===== src/rtl/rrbi_pkg.sv =====
// shared widths, limits and datapath types for the row bump insert block
package rrbi_pkg;

   localparam int CNT_W          = 32;
   localparam int LEN_W          = 16;
   localparam int OUT_VAL_W      = 16;
   localparam int MAX_OUT        = 32;
   localparam int KW             = $clog2(MAX_OUT + 1);
   localparam int MAX_RUNS_DEF   = 32;
   localparam int VALUE_BITS_DEF = 16;

   localparam logic [CNT_W-1:0] CNT_MAX = {CNT_W{1'b1}};

   typedef struct packed {
      logic [CNT_W-1:0] a;
      logic [CNT_W-1:0] b;
   } alu_in_type;

   typedef struct packed {
      logic [CNT_W-1:0] sum;
      logic [CNT_W-1:0] diff;
      logic             ge;
   } alu_out_type;

endpackage


===== src/rtl/rle_row_bump_insert.sv =====
// Row insertion on a sorted run-length row, with bumped runs sent out in order.
// The row lives in a run memory with one read and one write port, and every phase walks
// it one run per cycle (the emit pass only while the result side does not stall) under a
// small sequencer with one shared count unit: a scan up to the insert point, a right shift
// to open a slot, a measure pass over the runs to bump, an emit pass with one result per
// bumped run, and a left compaction of the tail. req_stall stays high from the input
// transfer of an item until the sequencer is back in idle. The last result sits in the
// output register while the next item is already taken.
module rle_row_bump_insert #(
   parameter int MAX_RUNS   = rrbi_pkg::MAX_RUNS_DEF,
   parameter int VALUE_BITS = rrbi_pkg::VALUE_BITS_DEF
) (
   input  logic                            clock,
   input  logic                            reset,
   input  logic                            req_valid,
   output logic                            req_stall,
   input  logic [rrbi_pkg::OUT_VAL_W-1:0]  req_run_value,
   input  logic [rrbi_pkg::LEN_W-1:0]      req_run_length,
   input  logic                            req_batch_end,
   output logic                            rsp_valid,
   input  logic                            rsp_stall,
   output logic [rrbi_pkg::OUT_VAL_W-1:0]  rsp_bump_value,
   output logic [rrbi_pkg::CNT_W-1:0]      rsp_bump_length,
   output logic [rrbi_pkg::CNT_W-1:0]      rsp_bump_offset,
   output logic                            rsp_no_bump,
   output logic                            rsp_last,
   output logic                            rsp_batch_end_out,
   output logic                            rsp_overflow,
   output logic [rrbi_pkg::CNT_W-1:0]      rsp_row_cells
);

   localparam int IW    = $clog2(MAX_RUNS);
   localparam int DEPTH = 1 << IW;
   localparam int PW    = $clog2(MAX_RUNS + 1);
   localparam int VB    = VALUE_BITS;
   localparam int CW    = rrbi_pkg::CNT_W;
   localparam int LW    = rrbi_pkg::LEN_W;
   localparam int OW    = rrbi_pkg::OUT_VAL_W;
   localparam int KW    = rrbi_pkg::KW;
   localparam int TOT_W = CW + PW;

   typedef enum logic [8:0] {
      S_IDLE  = 9'b000000001,
      S_SCAN  = 9'b000000010,
      S_PLACE = 9'b000000100,
      S_SHR   = 9'b000001000,
      S_INS   = 9'b000010000,
      S_MEAS  = 9'b000100000,
      S_EMIT  = 9'b001000000,
      S_COMP  = 9'b010000000,
      S_OUT   = 9'b100000000
   } state_type;

   // run memory
   logic [VB-1:0] val_mem [DEPTH];
   logic [CW-1:0] cnt_mem [DEPTH];
   logic [VB-1:0] rd_val_ff;
   logic [CW-1:0] rd_cnt_ff;
   logic          wr_en;
   logic [IW-1:0] wr_addr;
   logic [VB-1:0] wr_val;
   logic [CW-1:0] wr_cnt;
   logic [IW-1:0] rd_addr;

   // control
   state_type      state_ff, state_in;
   logic [PW-1:0]  used_ff, used_in;
   logic [TOT_W-1:0] tot_ff, tot_in;
   logic [CW-1:0]  batch_ff, batch_in;
   logic [PW-1:0]  ptr_ff, ptr_in;

   // per-item working registers
   logic [VB-1:0]  v_ff, v_in;
   logic [LW-1:0]  n_ff, n_in;
   logic           be_ff, be_in;
   logic           ovf_ff, ovf_in;
   logic [PW-1:0]  idx_ff, idx_in;
   logic           have_prev_ff, have_prev_in;
   logic [VB-1:0]  prev_val_ff, prev_val_in;
   logic [CW-1:0]  prev_cnt_ff, prev_cnt_in;
   logic [PW-1:0]  beg_ff, beg_in;
   logic [LW-1:0]  extra_ff, extra_in;
   logic [KW-1:0]  k_ff, k_in;
   logic [KW-1:0]  gone_ff, gone_in;
   logic [KW-1:0]  e_ff, e_in;
   logic           partial_ff, partial_in;
   logic [LW-1:0]  last_take_ff, last_take_in;

   // result register
   logic           rsp_valid_ff, rsp_valid_in;
   logic [OW-1:0]  rsp_value_ff, rsp_value_in;
   logic [CW-1:0]  rsp_length_ff, rsp_length_in;
   logic [CW-1:0]  rsp_offset_ff, rsp_offset_in;
   logic           rsp_no_bump_ff, rsp_no_bump_in;
   logic           rsp_last_ff, rsp_last_in;
   logic           rsp_be_ff, rsp_be_in;
   logic           rsp_ovf_ff, rsp_ovf_in;
   logic [CW-1:0]  rsp_row_ff, rsp_row_in;

   // helpers
   rrbi_pkg::alu_in_type  alu_i;
   rrbi_pkg::alu_out_type alu_o;
   logic          out_free;
   logic [CW-1:0] row_sat;
   logic [PW-1:0] ptr_p1, ptr_m1, used_m1, idx_m1, idx_p1, beg_gone, dst;
   logic [LW-1:0] taken;
   logic          is_full, is_last;
   logic [CW-1:0] emit_len;

   rrbi_alu u_alu (
      .alu_i (alu_i),
      .alu_o (alu_o)
   );

   assign ptr_p1   = ptr_ff + PW'(1);
   assign ptr_m1   = ptr_ff - PW'(1);
   assign used_m1  = used_ff - PW'(1);
   assign idx_m1   = idx_ff - PW'(1);
   assign idx_p1   = idx_ff + PW'(1);
   assign beg_gone = beg_ff + PW'(gone_ff);
   assign dst      = ptr_ff - PW'(gone_ff);
   assign taken    = n_ff - extra_ff;
   assign out_free = !rsp_valid_ff || !rsp_stall;
   assign row_sat  = (|tot_ff[TOT_W-1:CW]) ? rrbi_pkg::CNT_MAX : tot_ff[CW-1:0];
   assign is_full  = (e_ff < gone_ff);
   assign is_last  = (e_ff == k_ff - KW'(1));
   assign emit_len = is_full ? rd_cnt_ff : CW'(last_take_ff);
   assign rd_addr  = ptr_in[IW-1:0];

   assign req_stall = (state_ff != S_IDLE);

   always_comb begin
      state_in     = state_ff;
      used_in      = used_ff;
      tot_in       = tot_ff;
      batch_in     = batch_ff;
      ptr_in       = ptr_ff;
      v_in         = v_ff;
      n_in         = n_ff;
      be_in        = be_ff;
      ovf_in       = ovf_ff;
      idx_in       = idx_ff;
      have_prev_in = have_prev_ff;
      prev_val_in  = prev_val_ff;
      prev_cnt_in  = prev_cnt_ff;
      beg_in       = beg_ff;
      extra_in     = extra_ff;
      k_in         = k_ff;
      gone_in      = gone_ff;
      e_in         = e_ff;
      partial_in   = partial_ff;
      last_take_in = last_take_ff;

      rsp_valid_in   = rsp_valid_ff && rsp_stall;
      rsp_value_in   = rsp_value_ff;
      rsp_length_in  = rsp_length_ff;
      rsp_offset_in  = rsp_offset_ff;
      rsp_no_bump_in = rsp_no_bump_ff;
      rsp_last_in    = rsp_last_ff;
      rsp_be_in      = rsp_be_ff;
      rsp_ovf_in     = rsp_ovf_ff;
      rsp_row_in     = rsp_row_ff;

      wr_en   = 1'b0;
      wr_addr = ptr_ff[IW-1:0];
      wr_val  = rd_val_ff;
      wr_cnt  = rd_cnt_ff;
      alu_i.a = '0;
      alu_i.b = '0;

      case (state_ff)
         S_IDLE: begin
            ptr_in = '0;
            if (req_valid) begin
               v_in         = VB'(req_run_value);
               n_in         = req_run_length;
               be_in        = req_batch_end;
               extra_in     = req_run_length;
               ovf_in       = 1'b0;
               have_prev_in = 1'b0;
               k_in         = '0;
               gone_in      = '0;
               e_in         = '0;
               partial_in   = 1'b0;
               idx_in       = '0;
               if (req_run_length == '0) begin
                  state_in = S_OUT;
               end else if (used_ff == '0) begin
                  state_in = S_PLACE;
               end else begin
                  state_in = S_SCAN;
               end
            end
         end

         // find the first run above the new value
         S_SCAN: begin
            alu_i.a = CW'(v_ff);
            alu_i.b = CW'(rd_val_ff);
            if (!alu_o.ge) begin
               idx_in   = ptr_ff;
               state_in = S_PLACE;
            end else begin
               prev_val_in  = rd_val_ff;
               prev_cnt_in  = rd_cnt_ff;
               have_prev_in = 1'b1;
               if (ptr_ff == used_m1) begin
                  idx_in   = used_ff;
                  state_in = S_PLACE;
               end else begin
                  ptr_in = ptr_p1;
               end
            end
         end

         S_PLACE: begin
            if (have_prev_ff && (prev_val_ff == v_ff)) begin
               // merge into the equal left neighbor
               alu_i.a  = prev_cnt_ff;
               alu_i.b  = CW'(n_ff);
               wr_en    = 1'b1;
               wr_addr  = idx_m1[IW-1:0];
               wr_val   = v_ff;
               wr_cnt   = alu_o.sum;
               tot_in   = tot_ff + TOT_W'(alu_o.sum) - TOT_W'(prev_cnt_ff);
               beg_in   = idx_ff;
               ptr_in   = idx_ff;
               state_in = S_MEAS;
            end else if (used_ff == PW'(MAX_RUNS)) begin
               ovf_in   = 1'b1;
               state_in = S_OUT;
            end else if (idx_ff < used_ff) begin
               ptr_in   = used_m1;
               state_in = S_SHR;
            end else begin
               state_in = S_INS;
            end
         end

         // open a slot at idx, last run first
         S_SHR: begin
            wr_en   = 1'b1;
            wr_addr = ptr_p1[IW-1:0];
            if (ptr_ff == idx_ff) begin
               state_in = S_INS;
            end else begin
               ptr_in = ptr_m1;
            end
         end

         S_INS: begin
            wr_en    = 1'b1;
            wr_addr  = idx_ff[IW-1:0];
            wr_val   = v_ff;
            wr_cnt   = CW'(n_ff);
            used_in  = used_ff + PW'(1);
            tot_in   = tot_ff + TOT_W'(n_ff);
            beg_in   = idx_p1;
            ptr_in   = idx_p1;
            state_in = S_MEAS;
         end

         // count what gets bumped so row_cells is known before the first transfer
         S_MEAS: begin
            alu_i.a = CW'(extra_ff);
            alu_i.b = rd_cnt_ff;
            if ((extra_ff == '0) || (ptr_ff >= used_ff) ||
                (k_ff == KW'(rrbi_pkg::MAX_OUT))) begin
               tot_in = tot_ff - TOT_W'(taken);
               if (k_ff == '0) begin
                  state_in = S_OUT;
               end else begin
                  e_in     = '0;
                  ptr_in   = beg_ff;
                  state_in = S_EMIT;
               end
            end else begin
               k_in   = k_ff + KW'(1);
               ptr_in = ptr_p1;
               if (alu_o.ge) begin
                  gone_in  = gone_ff + KW'(1);
                  extra_in = alu_o.diff[LW-1:0];
               end else begin
                  partial_in   = 1'b1;
                  last_take_in = extra_ff;
                  extra_in     = '0;
               end
            end
         end

         S_EMIT: begin
            alu_i.a = batch_ff;
            alu_i.b = emit_len;
            if (out_free) begin
               rsp_valid_in   = 1'b1;
               rsp_value_in   = OW'(rd_val_ff);
               rsp_length_in  = emit_len;
               rsp_offset_in  = batch_ff;
               rsp_no_bump_in = 1'b0;
               rsp_last_in    = is_last;
               rsp_be_in      = is_last && be_ff;
               rsp_ovf_in     = 1'b0;
               rsp_row_in     = row_sat;
               batch_in       = (is_last && be_ff) ? '0 : alu_o.sum;
               e_in           = e_ff + KW'(1);
               ptr_in         = ptr_p1;
               if (is_last) begin
                  ptr_in   = beg_gone;
                  state_in = S_COMP;
               end
            end
         end

         // close the gap left by bumped runs, trimming the partly bumped one
         S_COMP: begin
            alu_i.a = rd_cnt_ff;
            alu_i.b = CW'(last_take_ff);
            if (ptr_ff >= used_ff) begin
               used_in  = used_ff - PW'(gone_ff);
               state_in = S_IDLE;
            end else begin
               wr_en   = 1'b1;
               wr_addr = dst[IW-1:0];
               if (partial_ff && (ptr_ff == beg_gone)) begin
                  wr_cnt = alu_o.diff;
               end
               if ((ptr_ff == used_m1) || (gone_ff == '0)) begin
                  used_in  = used_ff - PW'(gone_ff);
                  state_in = S_IDLE;
               end else begin
                  ptr_in = ptr_p1;
               end
            end
         end

         S_OUT: begin
            if (out_free) begin
               rsp_valid_in   = 1'b1;
               rsp_value_in   = '0;
               rsp_length_in  = '0;
               rsp_offset_in  = '0;
               rsp_no_bump_in = 1'b1;
               rsp_last_in    = 1'b1;
               rsp_be_in      = be_ff;
               rsp_ovf_in     = ovf_ff;
               rsp_row_in     = row_sat;
               if (be_ff) begin
                  batch_in = '0;
               end
               state_in = S_IDLE;
            end
         end

         default: begin
            state_in = S_IDLE;
         end
      endcase
   end

   always_ff @(posedge clock) begin
      if (wr_en) begin
         val_mem[wr_addr] <= wr_val;
         cnt_mem[wr_addr] <= wr_cnt;
      end
      rd_val_ff <= val_mem[rd_addr];
      rd_cnt_ff <= cnt_mem[rd_addr];
   end

   always_ff @(posedge clock) begin
      if (reset) begin
         state_ff     <= S_IDLE;
         used_ff      <= '0;
         tot_ff       <= '0;
         batch_ff     <= '0;
         ptr_ff       <= '0;
         rsp_valid_ff <= 1'b0;
      end else begin
         state_ff     <= state_in;
         used_ff      <= used_in;
         tot_ff       <= tot_in;
         batch_ff     <= batch_in;
         ptr_ff       <= ptr_in;
         rsp_valid_ff <= rsp_valid_in;
      end
   end

   always_ff @(posedge clock) begin
      v_ff           <= v_in;
      n_ff           <= n_in;
      be_ff          <= be_in;
      ovf_ff         <= ovf_in;
      idx_ff         <= idx_in;
      have_prev_ff   <= have_prev_in;
      prev_val_ff    <= prev_val_in;
      prev_cnt_ff    <= prev_cnt_in;
      beg_ff         <= beg_in;
      extra_ff       <= extra_in;
      k_ff           <= k_in;
      gone_ff        <= gone_in;
      e_ff           <= e_in;
      partial_ff     <= partial_in;
      last_take_ff   <= last_take_in;
      rsp_value_ff   <= rsp_value_in;
      rsp_length_ff  <= rsp_length_in;
      rsp_offset_ff  <= rsp_offset_in;
      rsp_no_bump_ff <= rsp_no_bump_in;
      rsp_last_ff    <= rsp_last_in;
      rsp_be_ff      <= rsp_be_in;
      rsp_ovf_ff     <= rsp_ovf_in;
      rsp_row_ff     <= rsp_row_in;
   end

   assign rsp_valid         = rsp_valid_ff;
   assign rsp_bump_value    = rsp_value_ff;
   assign rsp_bump_length   = rsp_length_ff;
   assign rsp_bump_offset   = rsp_offset_ff;
   assign rsp_no_bump       = rsp_no_bump_ff;
   assign rsp_last          = rsp_last_ff;
   assign rsp_batch_end_out = rsp_be_ff;
   assign rsp_overflow      = rsp_ovf_ff;
   assign rsp_row_cells     = rsp_row_ff;

`ifndef ASSERT_OFF
   // stored runs never exceed the row capacity
   a_used_bound: assert property (@(posedge clock) disable iff (reset)
      used_ff <= PW'(MAX_RUNS))
      else $error("run count beyond capacity");

   // an empty row holds no cells
   a_empty_row: assert property (@(posedge clock) disable iff (reset)
      (state_ff == S_IDLE && used_ff == '0) |-> (tot_ff == '0))
      else $error("cell total out of step with stored runs");

   // right shift stays between the insert point and the row end
   a_shift_window: assert property (@(posedge clock) disable iff (reset)
      (state_ff == S_SHR) |-> (ptr_ff >= idx_ff && ptr_ff < used_ff))
      else $error("shift pointer outside the row");

   // emit never runs past the measured results
   a_emit_count: assert property (@(posedge clock) disable iff (reset)
      (state_ff == S_EMIT) |-> (e_ff < k_ff && gone_ff <= k_ff))
      else $error("emit count beyond measured results");
`endif

endmodule


===== src/rtl/rrbi_alu.sv =====
// shared count unit: saturating add, subtract and unsigned compare
module rrbi_alu (
   input  rrbi_pkg::alu_in_type  alu_i,
   output rrbi_pkg::alu_out_type alu_o
);

   logic [rrbi_pkg::CNT_W:0] wide_sum;

   always_comb begin
      wide_sum  = {1'b0, alu_i.a} + {1'b0, alu_i.b};
      alu_o.sum = wide_sum[rrbi_pkg::CNT_W] ? rrbi_pkg::CNT_MAX
                                            : wide_sum[rrbi_pkg::CNT_W-1:0];
      alu_o.diff = alu_i.a - alu_i.b;
      alu_o.ge   = (alu_i.a >= alu_i.b);
   end

endmodule

===== config.mk =====
export PLATFORM = sky130hd
export DESIGN_NAME = rle_row_bump_insert
export DESIGN_NICKNAME = d
export VERILOG_FILES = /design/src/rtl/rrbi_pkg.sv /design/src/rtl/rle_row_bump_insert.sv /design/src/rtl/rrbi_alu.sv
export SDC_FILE = /design/constraint.sdc
export NUM_CORES = 2
export LEC_CHECK = 0
export BUFFER_PORTS_ARGS = -buffer_cell sky130_fd_sc_hd__buf_2
export CORE_UTILIZATION = 55
export CTS_CLUSTER_SIZE = 8
export DETAILED_ROUTE_END_ITERATION = 8
export PLACE_DENSITY = 0.78
export RECOVER_POWER = 25
export SLEW_MARGIN = 15
export SYNTH_ARGS = -nofsm -noshare
export SYNTH_HDL_FRONTEND = slang
export SYNTH_SLANG_ARGS = --single-unit

===== constraint.sdc =====
create_clock -name clock -period 8 [get_ports clock]
set_input_delay 0.4 -clock clock [delete_from_list [all_inputs] [get_ports clock]]
set_output_delay 0.4 -clock clock [all_outputs]
set_load 0.01 [all_outputs]

### Yosys cells after proc, flatten, opt, wreduce, memory -nomap -nowiden

Memory sizes are Yosys's and may differ from the RTL's. A register that Yosys moved wholly into a read port is not among the register bits.
Cells that the tools add are included.
W data, S select, Z words.

* input port bits: 37
* logic and storage cells: 251
* bits in writable memories: 1536
* register bits: 354
* memories kept: 2
* output and inout bits: 118

* order comparisons: 4
* add/subtract/negate cells: 20
* multiplexer cells: 107
* equality and inequality tests: 41
* bitwise operators: 2
* reduce and logical (&&, ||, !) cells: 45

Memories
* cnt_mem: words 32, bits a word 32, rd ports 1, clocked after memory_dff 1, wr ports 1, RTL line rle_row_bump_insert.sv:56 `logic [CW-1:0] cnt_mem [DEPTH];`
* val_mem: words 32, bits a word 16, rd ports 1, clocked after memory_dff 1, wr ports 1, RTL line rle_row_bump_insert.sv:55 `logic [VB-1:0] val_mem [DEPTH];`

Operators by type and width (count)
* $mux W32: 12
* $pmux W64 S5: 1
* $pmux W32 S2: 3
* $mux W6: 24
* $mux W9: 14
* $pmux W38 S3: 1
* $mux W16: 6
* $pmux W16 S2: 3
* $pmux W32 S3: 1
* $pmux W9 S9: 1
* $mux W38: 2
* $mux W64: 1
* $pmux W6 S2: 5
* $pmux W6 S8: 1
* $add A38 B16 Y38: 1
* $add A38 B32 Y38: 1
* $ne A2 B2 Y1 const B: 19
* $sub A38 B16 Y38: 1
* $sub A38 B32 Y38: 1
* $add A6 B1 Y6 const B: 6
* $add A32 B32 Y33: 1
* $ge A32 B32 Y1: 1
* $logic_not A16 Y1: 2
* $sub A32 B32 Y32: 1
* 45 further kinds: 110

### Logic depth before layout (Yosys ltp)

* word-level depth: 10
* mapped depth: 42
* mapped depth without buffers: 40

### Cells and area by module

From an unflattened synthesis, not the netlist that was laid out.

* cell total of the unflattened synthesis: 6546
* area, all modules: 88459.8 um^2

By module, submodules not included
* rle_row_bump_insert: sequential area each 56794.5 um^2, instances 1, area an instance 84865.1 um^2, cells an instance 5990
* rrbi_alu: sequential area each 0.0 um^2, instances 1, area an instance 3594.7 um^2, cells an instance 556

### Least setup slack after synthesis

OpenSTA, ideal clock, no wires.

* kind: register to register
* from: reg gone_ff[1]
* to: reg tot_ff[37]
* slack: -0.581 ns
* setup time: 0.132 ns
* clock period less this slack: 8.581 ns
* required time: 7.868 ns
* stages on the path, launching flop included: 39
* buffers on the path: 2
* arrival: 8.448 ns
* cells stage by stage: edfxtp_1 -> inv_1 -> ha_1 -> o21ai_0 -> nand2b_1 -> a21oi_1 -> nor2b_1 -> o21ai_0 -> nand2b_1 -> a21oi_1 -> clkbuf_1 -> mux2i_1 -> o21ai_0 -> ha_1 -> inv_1 -> fa_1 -> o21bai_1 -> a21oi_1 -> (+3 left out) -> a211oi_1 -> nor4b_1 -> o211ai_1 -> nand3b_1 -> clkbuf_1 -> nand3_1 -> fa_1 -> ha_1 -> a2111oi_0 -> a311oi_1 -> o31ai_1 -> o21ai_0 -> a221oi_1 -> o221a_2 -> nor3_1 -> xnor2_1 -> a311oi_1 -> a21oi_1

* cells in the longest elaborated chain, start to end: 9

RTL lines
* start: declaration: RTL line rle_row_bump_insert.sv:84 `logic [KW-1:0] gone_ff, gone_in;`
* start signal: assignment: RTL line rle_row_bump_insert.sv:399 `gone_ff <= gone_in;`
* $lt A6 B6 Y1: RTL line rle_row_bump_insert.sv:125 `assign is_full = (e_ff < gone_ff);`
* $mux W32: RTL line rle_row_bump_insert.sv:127 `assign emit_len = is_full ? rd_cnt_ff : CW'(last_take_ff);`
* $pmux W64 S5: RTL line rle_row_bump_insert.sv:171 `case (state_ff)`
* $add A32 B32 Y33: RTL line rrbi_alu.sv:10 `wide_sum = {1'b0, alu_i.a} + {1'b0, alu_i.b};`
* $mux W32: RTL line rrbi_alu.sv:11 `alu_o.sum = wide_sum[rrbi_pkg::CNT_W] ? rrbi_pkg::CNT_MAX`
* $add A38 B32 Y38: RTL line rle_row_bump_insert.sv:225 `tot_in = tot_ff + TOT_W'(alu_o.sum) - TOT_W'(prev_cnt_ff);`
* $sub A38 B32 Y38: RTL line rle_row_bump_insert.sv:225
* $mux W38: RTL line rle_row_bump_insert.sv:217 `if (have_prev_ff && (prev_val_ff == v_ff)) begin`
* $pmux W38 S3: RTL line rle_row_bump_insert.sv:171
* end signal: assignment: RTL line rle_row_bump_insert.sv:380 `tot_ff <= tot_in;`
* end: declaration: RTL line rle_row_bump_insert.sv:68 `logic [TOT_W-1:0] tot_ff, tot_in;`

No other way between the ends. The select of a mux whose other input is x is not followed.
A chain may end at the register's enable or synchronous reset.

### Final worst setup path

* from: reg v_ff[0]
* to: reg tot_ff[37]

* cells in the longest elaborated chain, start to end: 10
* elaborated cells on any way between the ends: 12
* classes of those cells: add/sub (3); eq/ne (2); mux (5); reduce/logical (2)

RTL lines
* start: declaration: RTL line rle_row_bump_insert.sv:73 `logic [VB-1:0] v_ff, v_in;`
* start signal: assignment: RTL line rle_row_bump_insert.sv:388 `v_ff <= v_in;`
* $eq A16 B16 Y1: RTL line rle_row_bump_insert.sv:217
* $logic_and A1 B1 Y1: RTL line rle_row_bump_insert.sv:217
* $mux W64: RTL line rle_row_bump_insert.sv:217
* $pmux W64 S5: RTL line rle_row_bump_insert.sv:171
* $add A32 B32 Y33: RTL line rrbi_alu.sv:10
* $mux W32: RTL line rrbi_alu.sv:11
* $add A38 B32 Y38: RTL line rle_row_bump_insert.sv:225
* $sub A38 B32 Y38: RTL line rle_row_bump_insert.sv:225
* $mux W38: RTL line rle_row_bump_insert.sv:217
* $pmux W38 S3: RTL line rle_row_bump_insert.sv:171

Parallel ways exist; a longest one is shown, timed or not. The select of a mux whose other input is x is not followed.

==> impl_results.md <==
* Sequential fraction of the synthesis area at 61.10%
* Synth top area cells: edfxtp_1 (58%), mux2i_1 (4.5%), dfxtp_1 (3.0%)
* Clk_lat worst skew at 940 ps
* FILL cells at 11830
* Pin count of the biggest net entering global routing at 155
* Max Fclk at 0.1232 GHz
* Die H at 413.1 um
* DR iter-0 viols at 10320
* Mean number of vias per cell at 6.853
* Total GRT Usage at 35.45%
* Tightest Pin Transition at 3268 ps
* Drt pass-1 iters at 8
* Syn Inst Count at 7241
* Clock sink count at 1938
* Most frequent cells in the layout: edfxtp_1 (1798), buf_4 (549), nand2_1 (492), mux2i_1 (413), nor2_1 (351)
* Max Slew Vio Count at 222
* Failing checks: max-capacitance violations, max-slew violations, negative setup slack
* Hold Slack at 47.64 ps
* RSZ-0062 raised after global routing: yes
* Fin nets at 8064
* Clock root buffer: clkbuf_16
* Global placement routability congestion at 1.021
* Total power at 29.81 mW
* Worst-path maximum fanout at 13
* Leakage power at 38.83 nW
* Most common cell after layout, fill and taps aside: edfxtp_1
* Final worst slack at -116.2 ps
* Die width at 413.1 um
* Clk slew on worst S/H paths at 50 ps
* Synth async-reset ratio at 0%
* First-pass GRT wire length at 444800 um
* Fin crit share at 101.5%
* CP Launch Type: register
* Post-Syn Area at 92950 um2
* Ys flop type: edfxtp_1
* Final WL at 308600 um
* Distinct cells, synth at 87
* Setup slack at placement at -580.5 ps
* Antenna Nets Post-Route at 0
* Starting Density at 55.52%
* Max-cap violation count at 5
* Total CTS buffers at 293
* Crit Path Category: reg -> reg
* Synthesis-to-layout area growth at 17.32%
* Residual DRC at 0
* Hold Vio Cnt, Final at 0
* Syn avg cell area at 12.84 um2
* HP Class: in -> reg
* Syn. warnings at 0
* CTS tree: done
* Core ar. at 167400 um2
* Gr ovfl total at 0
* Critical Path RT at 8770 ps
* H-tree levels at 5
* Final HPWL from detailed placement at 189400 um
* Power density over cell area at 273.4 nW/um2
* Maximum VDD drop at 0.2520 mV
* CTS max path bufs at 4
* Crit. End Element: register
* R2r setup slk at -120 ps
* Routed WL per cell at 30.46 um
* Initial antenna violation count at 12
* Worst EP arrival at 8890 ps
* Post-synth net total at 7518
* Worst path slowest cell: fa_1
* Die ar. at 170700 um2
* Yosys reg bits at 1938
* EDFF count, synth at 1798
* Final Skew at 53.70 ps
* Fraction of layout cells with a size suffix above 1 at 16.26%
* CP peak stage delay at 470 ps
* # rows at 150
* Cell accounting for the most synthesized area: edfxtp_1
* Max_slew headroom at -117.9%
* Synth top area share at 58.09%
* Vias at 69440
* Final setup viols at 4
* Boundary pin count at 155
* Final min period at 8116 ps
* Outcome: finished with violations
* Port bufs at 154
* Most used cell, CP: buf_4
* Vias in the first global route at 67080
==> metrics by stage <==
stage	util, %	TNS [ps]	std cells	cell area [um2]
6_report	65.14	-162.1	10130	109100
5_1_grt	65.14	-3229	10130	109000
4_1_cts	64.98	0	10110	108800
3_5_place_dp	59.79	-5066	9631	100100
3_3_place_gp	59.79	-5712	9631	100100
2_1_floorplan	-	0	7241	92990
==> flip-flops by register name, indices dropped and copies added, names as in the netlist, 9 cells and up <==
| name | count |
|---|---|
| rd_val_ff | 16 |
| val_mem | 512 |
| batch_ff | 32 |
| v_ff | 16 |
| last_take_ff | 16 |
| rd_cnt_ff | 32 |
| prev_cnt_ff | 32 |
| rsp_bump_offset | 32 |
| prev_val_ff | 16 |
| cnt_mem | 1024 |
| rsp_row_cells | 32 |
| state_ff | 9 |
| tot_ff | 38 |
| rsp_bump_length | 32 |
| extra_ff | 16 |
| n_ff | 16 |
| rsp_bump_value | 16 |
==> synthesized netlist by cell type, types with 199 or more instances <==
master	number
nand2_1	496
a21oi_1	249
ha_1	201
a221o_1	200
and4_1	199
edfxtp_1	1798
mux2i_1	420
nor2_1	392
clkbuf_1	436
o31ai_1	221
inv_1	206
nand4_1	217
==> critical path, delay by kind of cell, from the launching register on <==
| family | cells | cell delay, ps |
|---|---|---|
| xor gates and xnor gates | 2 | 300 |
| and+or+nand+nor | 9 | 1720 |
| AOI/OAI and AO/OA | 13 | 2510 |
| DFF | 1 | 400 |
| buffers and inverters | 11 | 1930 |
| adders and majority gates | 3 | 1050 |
==> timing repair <==
action / in CTS / in global routing
hold buffers: 35 / 0
setup buffers: 10 / 16
cloned: 2 / 1
gates resized for setup: 33 / 65
endpoints found under the hold margin: 52 / 0
endpoints found under the setup margin: 18 / 23
pin swaps: 22 / 55
==> path summary, 6_finish.rpt <==
path,to,from,depth (start not counted)
setup / recovery,tot_ff[37],v_ff[0],38
hold / removal,tot_ff[2],reset,3
setup reg to reg,tot_ff[37],v_ff[0],38
hold reg to reg,batch_ff[31],batch_ff[31],2
==> power breakdown <==
part | total, mW | switching [mW] | leakage, nW | internal [mW]
registers | 13.2 | 0.530 | 17.4 | 12.7
clock network | 11.1 | 4.27 | 3.89 | 6.81
logic | 5.49 | 3.72 | 17.5 | 1.77
total | 29.8 | 8.52 | 38.8 | 21.3
==> cells by family (layout without fill, tap and decap cells) <==
| group | Yosys count | in the layout | share of synthesized area (%) |
|---|---|---|---|
| XOR/XNOR | 209 | 209 | 1.999 |
| multiplexers | 584 | 584 | 6.510 |
| AO/OA/AOI/OAI | 1647 | 1647 | 13.24 |
| other | 0 | 3 | 0 |
| flip-flops | 1938 | 1938 | 61.10 |
| AND/OR/NAND/NOR | 1824 | 1824 | 10.19 |
| adder cells (fa/ha/maj) | 240 | 240 | 3.546 |
| buffers and inverters | 799 | 1483 | 3.414 |
==> final cells by class <==
class | count | area [um2] | area share [%]
Tap cell | 2204 | 2758 | 2.529
Timing Repair Buffer | 840 | 6797 | 6.232
Multi-Input combinational cell | 4504 | 33830 | 31.02
Clock buffer | 426 | 8021 | 7.356
Sequential cell | 1938 | 56790 | 52.08
Antenna cell | 3 | 7.507 | 0.006884
Clock inverter | 7 | 51.30 | 0.04704
Inverter | 210 | 788.3 | 0.7228
==> per-layer routing <==
layer | wire [um] | global-route usage (%) | vias up
li1 | - | - | 29480
met5 | 26 | 0 | -
met2 | 137200 | 53.98 | 5142
met1 | 113000 | 46.70 | 33770
met4 | 18880 | 18.97 | 4
met3 | 39520 | 9.024 | 1045
(Power assumes the default switching activity.)
